==> src/rtl/core/rtpj_pkg.sv <==
// ---------------------------------------------------------------------------
// rtpj_pkg
// Types, codes and constants shared by the RTP receive statistics block.
// ---------------------------------------------------------------------------
`default_nettype none

package rtpj_pkg;

    localparam int CHANNELS_DEF = 8;

    localparam logic [7:0]  TICKS_RESET = 8'd8;
    localparam logic [10:0] HDR_BYTES   = 11'd12;
    localparam logic [1:0]  RTP_VERSION = 2'd2;
    localparam logic [30:0] MAG_MAX     = 31'h7FFF_FFFF;
    localparam int          SMOOTH_SHIFT = 4;
    localparam logic signed [32:0] SMOOTH_BIAS = 33'sd15;

    typedef enum logic [1:0] {
        ACT_PACKET = 2'd0,
        ACT_OPEN   = 2'd1,
        ACT_CLOSE  = 2'd2,
        ACT_NOP    = 2'd3
    } action_t;

    typedef enum logic [2:0] {
        ST_COUNTED   = 3'd0,
        ST_INACTIVE  = 3'd1,
        ST_TOO_SHORT = 3'd2,
        ST_BAD_VER   = 3'd3,
        ST_EMPTY     = 3'd4,
        ST_CMD_DONE  = 3'd5
    } status_t;

    typedef struct packed {
        logic [1:0]  action;
        logic [2:0]  channel;
        logic [10:0] packet_length;
        logic [7:0]  header_first_byte;
        logic [15:0] sequence_number;
        logic [31:0] rtp_timestamp;
        logic [31:0] arrival_ms;
    } item_t;

    typedef struct packed {
        logic [2:0]  status;
        logic [15:0] lost_now;
        logic [31:0] lost_total;
        logic [31:0] received_total;
        logic [30:0] jitter_units;
        logic [30:0] transit_variation;
    } result_t;

    // one channel record as kept in the statistics memory
    typedef struct packed {
        logic [31:0] received;
        logic [31:0] lost;
        logic [15:0] prev_seq;
        logic [31:0] prev_rtp;
        logic [31:0] prev_arrival;
        logic [31:0] jitter;
    } stats_rec_t;

endpackage

`default_nettype wire

==> src/rtl/core/rtpj_if.sv <==
// ---------------------------------------------------------------------------
// rtpj_if
// Valid/ready channels of the RTP receive statistics block.
// ---------------------------------------------------------------------------
`default_nettype none

interface rtpj_item_if;
    logic        valid;
    logic        ready;
    logic [1:0]  action;
    logic [2:0]  channel;
    logic [10:0] packet_length;
    logic [7:0]  header_first_byte;
    logic [15:0] sequence_number;
    logic [31:0] rtp_timestamp;
    logic [31:0] arrival_ms;

    modport source (
        output valid, action, channel, packet_length, header_first_byte,
               sequence_number, rtp_timestamp, arrival_ms,
        input  ready
    );
    modport sink (
        input  valid, action, channel, packet_length, header_first_byte,
               sequence_number, rtp_timestamp, arrival_ms,
        output ready
    );
endinterface

interface rtpj_result_if;
    logic        valid;
    logic        ready;
    logic [2:0]  status;
    logic [15:0] lost_now;
    logic [31:0] lost_total;
    logic [31:0] received_total;
    logic [30:0] jitter_units;
    logic [30:0] transit_variation;

    modport source (
        output valid, status, lost_now, lost_total, received_total,
               jitter_units, transit_variation,
        input  ready
    );
    modport sink (
        input  valid, status, lost_now, lost_total, received_total,
               jitter_units, transit_variation,
        output ready
    );
endinterface

interface rtpj_cfg_if;
    logic       valid;
    logic       ready;
    logic [7:0] data;

    modport source (output valid, data, input ready);
    modport sink   (input valid, data, output ready);
endinterface

`default_nettype wire

==> src/rtl/core/rtpj_stats_mem.sv <==
// ---------------------------------------------------------------------------
// rtpj_stats_mem
// Per-channel statistics memory, one registered read port and one write
// port; entries not yet written since reset read as zero.
// ---------------------------------------------------------------------------
`default_nettype none

module rtpj_stats_mem #(
    parameter int CHANNELS = rtpj_pkg::CHANNELS_DEF,
    parameter int IDX_W    = (CHANNELS > 1) ? $clog2(CHANNELS) : 1
) (
    input  wire logic                 clk,
    input  wire logic                 rst_n,
    input  wire logic                 rd_en,
    input  wire logic [IDX_W-1:0]     rd_addr,
    output rtpj_pkg::stats_rec_t      rd_data,
    input  wire logic                 wr_en,
    input  wire logic [IDX_W-1:0]     wr_addr,
    input  wire rtpj_pkg::stats_rec_t wr_data
);
    import rtpj_pkg::*;

    stats_rec_t            mem [CHANNELS];
    logic [CHANNELS-1:0]   vld_reg;
    stats_rec_t            rd_data_reg;
    logic                  rd_vld_reg;

    always_ff @(posedge clk)
    begin
        if (wr_en)
        begin
            mem[wr_addr] <= wr_data;
        end
        if (rd_en)
        begin
            rd_data_reg <= mem[rd_addr];
        end
    end

    always_ff @(posedge clk or negedge rst_n)
    begin
        if (!rst_n)
        begin
            vld_reg    <= '0;
            rd_vld_reg <= 1'b0;
        end
        else
        begin
            if (wr_en)
            begin
                vld_reg[wr_addr] <= 1'b1;
            end
            if (rd_en)
            begin
                rd_vld_reg <= vld_reg[rd_addr];
            end
        end
    end

    assign rd_data = rd_vld_reg ? rd_data_reg : '0;

endmodule

`default_nettype wire

==> src/rtl/core/rtp_receive_loss_jitter_stats.sv <==
// ---------------------------------------------------------------------------
// rtp_receive_loss_jitter_stats
// Per-channel RTP receive statistics: packet counts, sequence-gap loss and
// RFC 3550 interarrival jitter, with channel open and close commands.
//
// item:   packet or command transfers (valid/ready), one result each
// result: status and the channel's statistics (valid/ready)
// cfg:    write of ticks_per_ms, taken at any time (ready is always high)
//
// An item passes through a channel record read from the statistics
// memory (registered), the arrival multiply by ticks_per_ms, then
// the update, write-back and load of the result register. One item is in
// work at a time: a new item is taken only once the last one has left
// its update step.
// The result register sits between the sides: a new item is taken while a
// result still waits; if the receiver stalls, the next item holds in its
// update step until the result register frees up.
// Reset clears all channels to inactive with zero statistics at once and
// sets ticks_per_ms to 8.
// ---------------------------------------------------------------------------
`default_nettype none

module rtp_receive_loss_jitter_stats #(
    parameter int CHANNELS = rtpj_pkg::CHANNELS_DEF
) (
    input  wire logic      clk,
    input  wire logic      rst_n,
    rtpj_cfg_if.sink       cfg,
    rtpj_item_if.sink      item,
    rtpj_result_if.source  result
);
    import rtpj_pkg::*;

    localparam int IDX_W = (CHANNELS > 1) ? $clog2(CHANNELS) : 1;

    typedef enum logic [2:0] {
        S_IDLE = 3'b001,
        S_MUL  = 3'b010,
        S_UPD  = 3'b100
    } state_t;

    state_t              state_reg, state_next;
    logic [7:0]          ticks_reg;
    logic [CHANNELS-1:0] active_reg, active_next;
    item_t               item_reg;
    logic [31:0]         prod_reg;
    logic [31:0]         dts_reg;
    result_t             res_reg, res_next;
    logic                res_valid_reg, res_valid_next;

    logic                accept;
    logic                load_res;
    logic [IDX_W-1:0]    idx;
    logic                in_range;
    stats_rec_t          rec;
    stats_rec_t          rec_new;
    logic                mem_we;

    logic [31:0]         recv_inc;
    logic [31:0]         var_val;
    logic [31:0]         mag_full;
    logic [30:0]         mag;
    logic signed [32:0]  jdiff;
    logic signed [32:0]  jquot;
    logic [15:0]         lost;
    logic                show;
    logic [2:0]          status;
    logic [15:0]         lost_out;
    logic [30:0]         tv_out;

    // configuration
    assign cfg.ready = 1'b1;

    always_ff @(posedge clk or negedge rst_n)
    begin
        if (!rst_n)
        begin
            ticks_reg <= TICKS_RESET;
        end
        else if (cfg.valid)
        begin
            ticks_reg <= cfg.data;
        end
    end

    // item capture
    assign item.ready = (state_reg == S_IDLE);
    assign accept     = item.valid && item.ready;

    always_ff @(posedge clk)
    begin
        if (accept)
        begin
            item_reg.action            <= item.action;
            item_reg.channel           <= item.channel;
            item_reg.packet_length     <= item.packet_length;
            item_reg.header_first_byte <= item.header_first_byte;
            item_reg.sequence_number   <= item.sequence_number;
            item_reg.rtp_timestamp     <= item.rtp_timestamp;
            item_reg.arrival_ms        <= item.arrival_ms;
        end
    end

    assign idx      = IDX_W'(item_reg.channel);
    assign in_range = (int'(item_reg.channel) < CHANNELS);

    rtpj_stats_mem #(
        .CHANNELS (CHANNELS),
        .IDX_W    (IDX_W)
    ) u_mem (
        .clk     (clk),
        .rst_n   (rst_n),
        .rd_en   (accept),
        .rd_addr (IDX_W'(item.channel)),
        .rd_data (rec),
        .wr_en   (mem_we),
        .wr_addr (idx),
        .wr_data (rec_new)
    );

    // arrival delta scaled to rtp clock units
    always_ff @(posedge clk)
    begin
        if (state_reg == S_MUL)
        begin
            prod_reg <= 32'((item_reg.arrival_ms - rec.prev_arrival) * 32'(ticks_reg));
            dts_reg  <= item_reg.rtp_timestamp - rec.prev_rtp;
        end
    end

    // update step
    assign recv_inc = rec.received + 32'd1;
    assign var_val  = prod_reg - dts_reg;
    assign mag_full = var_val[31] ? (32'd0 - var_val) : var_val;
    assign mag      = mag_full[31] ? MAG_MAX : mag_full[30:0];
    assign jdiff    = $signed({2'b00, mag}) - $signed({rec.jitter[31], rec.jitter});
    assign jquot    = (jdiff + (jdiff[32] ? SMOOTH_BIAS : 33'sd0)) >>> SMOOTH_SHIFT;
    assign lost     = item_reg.sequence_number - rec.prev_seq - 16'd1;

    always_comb
    begin
        rec_new     = rec;
        active_next = active_reg;
        mem_we      = 1'b0;
        show        = 1'b0;
        status      = ST_CMD_DONE;
        lost_out    = '0;
        tv_out      = '0;
        unique case (action_t'(item_reg.action))
            ACT_PACKET:
            begin
                if (!in_range || !active_reg[idx])
                begin
                    status = ST_INACTIVE;
                end
                else if (item_reg.packet_length < HDR_BYTES)
                begin
                    status = ST_TOO_SHORT;
                    show   = 1'b1;
                end
                else if (item_reg.header_first_byte[7:6] != RTP_VERSION)
                begin
                    status = ST_BAD_VER;
                    show   = 1'b1;
                end
                else if (item_reg.packet_length == HDR_BYTES)
                begin
                    status = ST_EMPTY;
                    show   = 1'b1;
                end
                else
                begin
                    status           = ST_COUNTED;
                    show             = 1'b1;
                    mem_we           = 1'b1;
                    rec_new.received = recv_inc;
                    if (recv_inc > 32'd1)
                    begin
                        if ({1'b0, item_reg.sequence_number} > {1'b0, rec.prev_seq} + 17'd1)
                        begin
                            lost_out     = lost;
                            rec_new.lost = rec.lost + 32'(lost);
                        end
                        tv_out         = mag;
                        rec_new.jitter = rec.jitter + jquot[31:0];
                    end
                    rec_new.prev_seq     = item_reg.sequence_number;
                    rec_new.prev_rtp     = item_reg.rtp_timestamp;
                    rec_new.prev_arrival = item_reg.arrival_ms;
                end
            end
            ACT_OPEN:
            begin
                if (in_range)
                begin
                    show             = 1'b1;
                    mem_we           = 1'b1;
                    rec_new          = '0;
                    active_next[idx] = 1'b1;
                end
            end
            ACT_CLOSE:
            begin
                if (in_range)
                begin
                    show             = 1'b1;
                    active_next[idx] = 1'b0;
                end
            end
            ACT_NOP:
            begin
                show = in_range;
            end
        endcase
        if (!load_res)
        begin
            mem_we      = 1'b0;
            active_next = active_reg;
        end
    end

    assign load_res = (state_reg == S_UPD) && (!res_valid_reg || result.ready);

    always_comb
    begin
        res_next                   = res_reg;
        res_valid_next             = res_valid_reg;
        if (result.ready)
        begin
            res_valid_next = 1'b0;
        end
        if (load_res)
        begin
            res_valid_next             = 1'b1;
            res_next.status            = status;
            res_next.lost_now          = lost_out;
            res_next.lost_total        = show ? rec_new.lost : '0;
            res_next.received_total    = show ? rec_new.received : '0;
            res_next.jitter_units      = show ? rec_new.jitter[30:0] : '0;
            res_next.transit_variation = tv_out;
        end
    end

    always_comb
    begin
        state_next = state_reg;
        unique case (state_reg)
            S_IDLE:
            begin
                if (accept)
                begin
                    state_next = S_MUL;
                end
            end
            S_MUL:
            begin
                state_next = S_UPD;
            end
            S_UPD:
            begin
                if (load_res)
                begin
                    state_next = S_IDLE;
                end
            end
            default:
            begin
                state_next = S_IDLE;
            end
        endcase
    end

    always_ff @(posedge clk or negedge rst_n)
    begin
        if (!rst_n)
        begin
            state_reg     <= S_IDLE;
            active_reg    <= '0;
            res_valid_reg <= 1'b0;
        end
        else
        begin
            state_reg     <= state_next;
            active_reg    <= active_next;
            res_valid_reg <= res_valid_next;
        end
    end

    always_ff @(posedge clk)
    begin
        res_reg <= res_next;
    end

    assign result.valid             = res_valid_reg;
    assign result.status            = res_reg.status;
    assign result.lost_now          = res_reg.lost_now;
    assign result.lost_total        = res_reg.lost_total;
    assign result.received_total    = res_reg.received_total;
    assign result.jitter_units      = res_reg.jitter_units;
    assign result.transit_variation = res_reg.transit_variation;

    // checks
    a_accept_to_mul: assert property (@(posedge clk) disable iff (!rst_n)
        accept |=> (state_reg == S_MUL))
        else $error("accepted transfer did not start the record read");

    a_write_in_update: assert property (@(posedge clk) disable iff (!rst_n)
        mem_we |-> (state_reg == S_UPD) && load_res)
        else $error("statistics write outside the update step");

    a_state_onehot: assert property (@(posedge clk) disable iff (!rst_n)
        $onehot(state_reg))
        else $error("state register not one-hot");

    a_result_after_update: assert property (@(posedge clk) disable iff (!rst_n)
        load_res |=> result.valid && (state_reg == S_IDLE))
        else $error("update finished without a pending result");

endmodule

`default_nettype wire
==> src/flat_wrapper.sv <==
// flat-port wrapper written by rule: the top's interface ports become plain ports
module rtp_receive_loss_jitter_stats_flat import rtpj_pkg::*;
#(
    parameter int CHANNELS = rtpj_pkg::CHANNELS_DEF
)
  (clk, rst_n, cfg_valid, cfg_data, cfg_ready, item_valid, item_action, item_channel, item_packet_length, item_header_first_byte, item_sequence_number, item_rtp_timestamp, item_arrival_ms, item_ready, result_valid, result_status, result_lost_now, result_lost_total, result_received_total, result_jitter_units, result_transit_variation, result_ready);
  rtpj_cfg_if cfg_i ();
  rtpj_item_if item_i ();
  rtpj_result_if result_i ();
  input  wire logic clk;
  input  wire logic rst_n;
  input wire logic [$bits(cfg_i.valid)-1:0] cfg_valid;
  input wire logic [$bits(cfg_i.data)-1:0] cfg_data;
  output wire logic [$bits(cfg_i.ready)-1:0] cfg_ready;
  input wire logic [$bits(item_i.valid)-1:0] item_valid;
  input wire logic [$bits(item_i.action)-1:0] item_action;
  input wire logic [$bits(item_i.channel)-1:0] item_channel;
  input wire logic [$bits(item_i.packet_length)-1:0] item_packet_length;
  input wire logic [$bits(item_i.header_first_byte)-1:0] item_header_first_byte;
  input wire logic [$bits(item_i.sequence_number)-1:0] item_sequence_number;
  input wire logic [$bits(item_i.rtp_timestamp)-1:0] item_rtp_timestamp;
  input wire logic [$bits(item_i.arrival_ms)-1:0] item_arrival_ms;
  output wire logic [$bits(item_i.ready)-1:0] item_ready;
  output wire logic [$bits(result_i.valid)-1:0] result_valid;
  output wire logic [$bits(result_i.status)-1:0] result_status;
  output wire logic [$bits(result_i.lost_now)-1:0] result_lost_now;
  output wire logic [$bits(result_i.lost_total)-1:0] result_lost_total;
  output wire logic [$bits(result_i.received_total)-1:0] result_received_total;
  output wire logic [$bits(result_i.jitter_units)-1:0] result_jitter_units;
  output wire logic [$bits(result_i.transit_variation)-1:0] result_transit_variation;
  input wire logic [$bits(result_i.ready)-1:0] result_ready;
  assign cfg_i.valid = cfg_valid;
  assign cfg_i.data = cfg_data;
  assign cfg_ready = cfg_i.ready;
  assign item_i.valid = item_valid;
  assign item_i.action = item_action;
  assign item_i.channel = item_channel;
  assign item_i.packet_length = item_packet_length;
  assign item_i.header_first_byte = item_header_first_byte;
  assign item_i.sequence_number = item_sequence_number;
  assign item_i.rtp_timestamp = item_rtp_timestamp;
  assign item_i.arrival_ms = item_arrival_ms;
  assign item_ready = item_i.ready;
  assign result_valid = result_i.valid;
  assign result_status = result_i.status;
  assign result_lost_now = result_i.lost_now;
  assign result_lost_total = result_i.lost_total;
  assign result_received_total = result_i.received_total;
  assign result_jitter_units = result_i.jitter_units;
  assign result_transit_variation = result_i.transit_variation;
  assign result_i.ready = result_ready;
  rtp_receive_loss_jitter_stats #(.CHANNELS(CHANNELS)) u_core (.clk(clk), .rst_n(rst_n), .cfg(cfg_i), .item(item_i), .result(result_i));
endmodule
==> config.mk <==
export PLATFORM = sky130hd
export DESIGN_NAME = rtp_receive_loss_jitter_stats_flat
export DESIGN_NICKNAME = d
export VERILOG_FILES = /design/src/rtl/core/rtpj_pkg.sv /design/src/rtl/core/rtpj_if.sv /design/src/rtl/core/rtpj_stats_mem.sv /design/src/rtl/core/rtp_receive_loss_jitter_stats.sv /design/src/flat_wrapper.sv
export SDC_FILE = /design/constraint.sdc
export NUM_CORES = 2
export LEC_CHECK = 0
export ABC_AREA = 1
export BUFFER_PORTS_ARGS = -buffer_cell sky130_fd_sc_hd__buf_2
export CORE_MARGIN = 3
export CORE_UTILIZATION = 40
export DETAILED_ROUTE_END_ITERATION = 10
export HOLD_SLACK_MARGIN = 0.12
export PLACE_DENSITY = 0.68
export SYNTH_ARGS = -nofsm -noshare
export SYNTH_HDL_FRONTEND = slang
export SYNTH_SLANG_ARGS = --single-unit
export TNS_END_PERCENT = 30
==> constraint.sdc <==
create_clock -name clk -period 27.5 [get_ports clk]
set_input_delay 6.875 -clock clk [delete_from_list [all_inputs] [get_ports clk]]
set_output_delay 6.875 -clock clk [all_outputs]
set_load 0.02 [all_outputs]
==> results by group <==
Outcome
  – Result of the run: finished, final reports clean

GRT
  – Met3 track demand over resource: 3.62%
  – Pin count of the biggest net entering global routing: 216
  – Remaining Overflow, GRT: 0
  – Grt met1 use: 30.8%
  – Global-route usage over all layers: 22.5%
  – First-pass GRT wire length: 430000 µm
  – Number of antenna violations at the first check in global routing: 17
  – Most congested layer reported by global routing: met2
  – Via count of the first global-routing pass: 69700
  – Fraction of met2 tracks used by global routing: 35.3%

Floorplanning
  – Number of placed I/O pins: 265
  – Initial core utilization: 40.3%
  – Row count: 180
  – Overall die area: 0.248 mm²
  – Die X: 498 µm
  – Core area: 0.241 mm²
  – Die Ht: 498 µm

STA
  – Part of the cycle the worst path needs: 40.0%
  – Tightest Pin Transition: 1200 ps
  – Rel. slew slack: 19.3%
  – Worst Slack Setup Final: 16490 ps
  – Total negative setup slack: 0 ps
  – Final hold violation count: 0
  – Setup-violating endpoint count in the final report: 0
  – Final critical-path required period: 11010 ps
  – Highest clock rate: 0.0908 GHz
  – Clk_skew: 32.2 ps
  – Final count of pins violating max slew: 0
  – Hold_ws: 461 ps
  – RSZ-0062 raised after global routing: false

Clock tree
  – Post-CTS setup buffer count: 0
  – Insertion delay of the later-clocked pin in the worst-skew pair: 860 ps
  – Clock Sinks: 1920
  – Number of buffers created by CTS: 190
  – Clk Tree Root Cell: clkbuf_16
  – Number of H-tree branching levels: 4
  – Resized cells post-CTS: 0
  – Maximum count of clock buffers along a single path: 3
  – TritonCTS clock tree: done
  – Clock-pin transition on the worst setup and hold timing paths: 60 ps
  – Hold buffer count at CTS: 0

Yosys
  – Most area-consuming cells after synthesis: edfxtp_1, nor2_1, nand2_1
  – Post-synth top area share: 58.5%
  – Instance count of the mapped netlist: 9710
  – Distinct cells, synth: 56
  – Cell type with the highest aggregate area in the netlist: edfxtp_1
  – Predominant post-synthesis flop cell: edfxtp_1
  – Number of warnings reported in the yosys synthesis log: 0
  – Post-Synthesis Cell Area: 0.0970 mm²
  – Avg Cell Area, Syn: 9.99 µm²
  – Share of synthesized flip-flops with an asynchronous set or reset: 1.51%
  – Sequential area share after synthesis: 59.3%
  – Synthesis-stage register bit count: 1920
  – Number of flops mapped to enable cells by yosys: 1891
  – Number of nets in the synthesized netlist: 10200
  – List of most frequent post-synthesis cells: edfxtp_1, nor2_1, nand2_1, o21ai_0, inv_1
  – Most frequent cell after synthesis: edfxtp_1

Detailed routing
  – DR iter-0 viols: 7677
  – Average vias per placed instance: 5.55
  – Average wire length per cell after detail routing: 21.8 µm
  – Via count: 73000
  – Detail Route Antenna Nets: 0
  – DRC violation count after routing: 0
  – Routed wire length: 287000 µm
  – Number of iterations in the first detailed-routing pass: 8

Place
  – Final RePlAce weighted congestion: 0.966
  – # port buffers: 257
  – Post-Place Worst Slack: 15790 ps
  – Sum of net half-perimeters after detailed placement: 185000 µm

Worst setup path
  – Arrival time reported for the critical path endpoint: 11690 ps
  – Family with the most delay on the worst path: buffers and inverters
  – Critical path fanouts, max: 97
  – Worst-path cell chain: buf_8, buf_4, buf_4, buf_4, buf_4, o21ai_0, o22ai_1, nor2_1, a31oi_1
  – Worst Path Required: 28180 ps
  – Depth of the most critical reg-to-reg path: 52
  – Slowest CP cell: buf_4
  – Register-to-register setup slack: 17210 ps
  – Nature of the critical path endpoint: register
  – Critical path's most frequent cell: buf_4
  – Setup Crit Path Kind: primary input to register
  – Critical path buffers and inverters: 5
  – Stage delay of the slowest cell on the critical path: 930 ps
  – Crit path depth: 9
  – Crit path launch type: primary input

Finish
  – Number of flip-flops in the largest register: 1408
  – Growth of design area from synthesis to finish: 11.2%
  – Fraction of final layout cells sized beyond drive strength 1: 6.93%
  – Nets: 10300

Worst hold path
  – Hold Crit Depth: 1
  – Type of the most critical hold path: register to register

Flow run
  – Number of max-cap violations: 0
layout make-up:
type	instances	area [µm²]
fill	22200	133000
clock buffer	238	5040
tap	3185	3990
clock inverter	113	1250
timing repair buffer	339	2020
antenna	8	20.0
inverter	822	3110
sequential	1920	57500
multi-input combinational	6546	34900
through the flow:
| stage | instances | utilization [%] | area [µm²] |
|---|---|---|---|
| 3_3_place_gp | 12800 | 42.1 | 102000 |
| 4_1_cts | 13200 | 44.7 | 108000 |
| 6_report | 13200 | 44.8 | 108000 |
| 3_5_place_dp | 12800 | 42.1 | 102000 |
| 2_1_floorplan | 9710 | - | 97000 |
| 5_1_grt | 13200 | 44.7 | 108000 |
worst register-to-register path, delay by kind of cell, from the launching register on:
family	cells	cell delay, ps
adder cells (fa/ha/maj)	4	1350
AND/OR/NAND/NOR	34	4870
buffers and inverters	10	2260
AO/OA/AOI/OAI	4	1240
flip-flops	1	370
layer usage:
metal	share of wire (%)	up-vias	wire (µm)
met2	45	3085	130000
li1	-	33800	-
met4	4.6	10	13200
met3	8.3	515	23800
met5	0.024	-	68
met1	42	35700	120000
cell usage in the layout, fill, tap and decap left out, types with 10 or more instances in the layout:
cell,Yosys,layout
o21bai_1,33,33
nor2_1,1819,1810
a21o_1,17,17
ha_1,250,249
fa_1,163,163
nor3_1,77,76
clkinv_2,0,32
nor2_4,3,12
nand3_1,295,295
a21oi_1,473,473
nand3b_1,10,10
o211ai_1,16,16
nor2_2,13,13
inv_1,806,803
edfxtp_1,1891,1891
xnor2_1,73,73
a31oi_1,195,195
clkinv_1,10,35
buf_2,11,255
xor2_1,131,131
o21ai_1,12,12
nand2_1,1489,1488
nand4_1,88,88
buf_4,8,74
nor4_1,15,12
bufinv_16,0,18
clkbuf_16,0,195
o22ai_1,191,191
o21a_1,13,13
or2_2,10,10
dfrtp_1,27,26
clkbuf_1,346,43
o21ai_0,1103,1102
path summary, 6_finish.rpt:
path | startpoint | endpoint
max reg2reg | u_core.dts_reg[6]$_DFFE_PP_ | u_core.u_mem.mem[4][21]$_DFFE_PP_
min | u_core.u_mem.vld_reg[0]$_DFFE_PN0P_ | u_core.u_mem.vld_reg[0]$_DFFE_PN0P_
min reg2reg | u_core.u_mem.vld_reg[0]$_DFFE_PN0P_ | u_core.u_mem.vld_reg[0]$_DFFE_PN0P_
max in group asynchronous | rst_n | u_core.u_mem.rd_vld_reg$_DFFE_PN0P_
min in group asynchronous | rst_n | u_core.ticks_reg[4]$_DFFE_PN0P_
max | item_channel[0] | u_core.u_mem.rd_data_reg[59]$_DFFE_PP_
logic make-up (layout without fill, tap and decap cells):
| logic type | count (synthesis) | count (layout) | share of synthesized area, % |
|---|---|---|---|
| simple gates | 3844 | 3844 | 15.8 |
| compound gates | 2083 | 2083 | 11.6 |
| flops | 1920 | 1920 | 59.3 |
| buf+inv | 1244 | 1512 | 4.88 |
| fa+ha+maj | 413 | 413 | 6.59 |
| xor+xnor | 204 | 204 | 1.84 |
| other cells | 1 | 9 | 0.00387 |
| mux | 1 | 1 | 0.0103 |
Power is left out: the tool's default activity adds up to more than one toggle a clock period on the data nets, which glitch-free logic cannot reach.
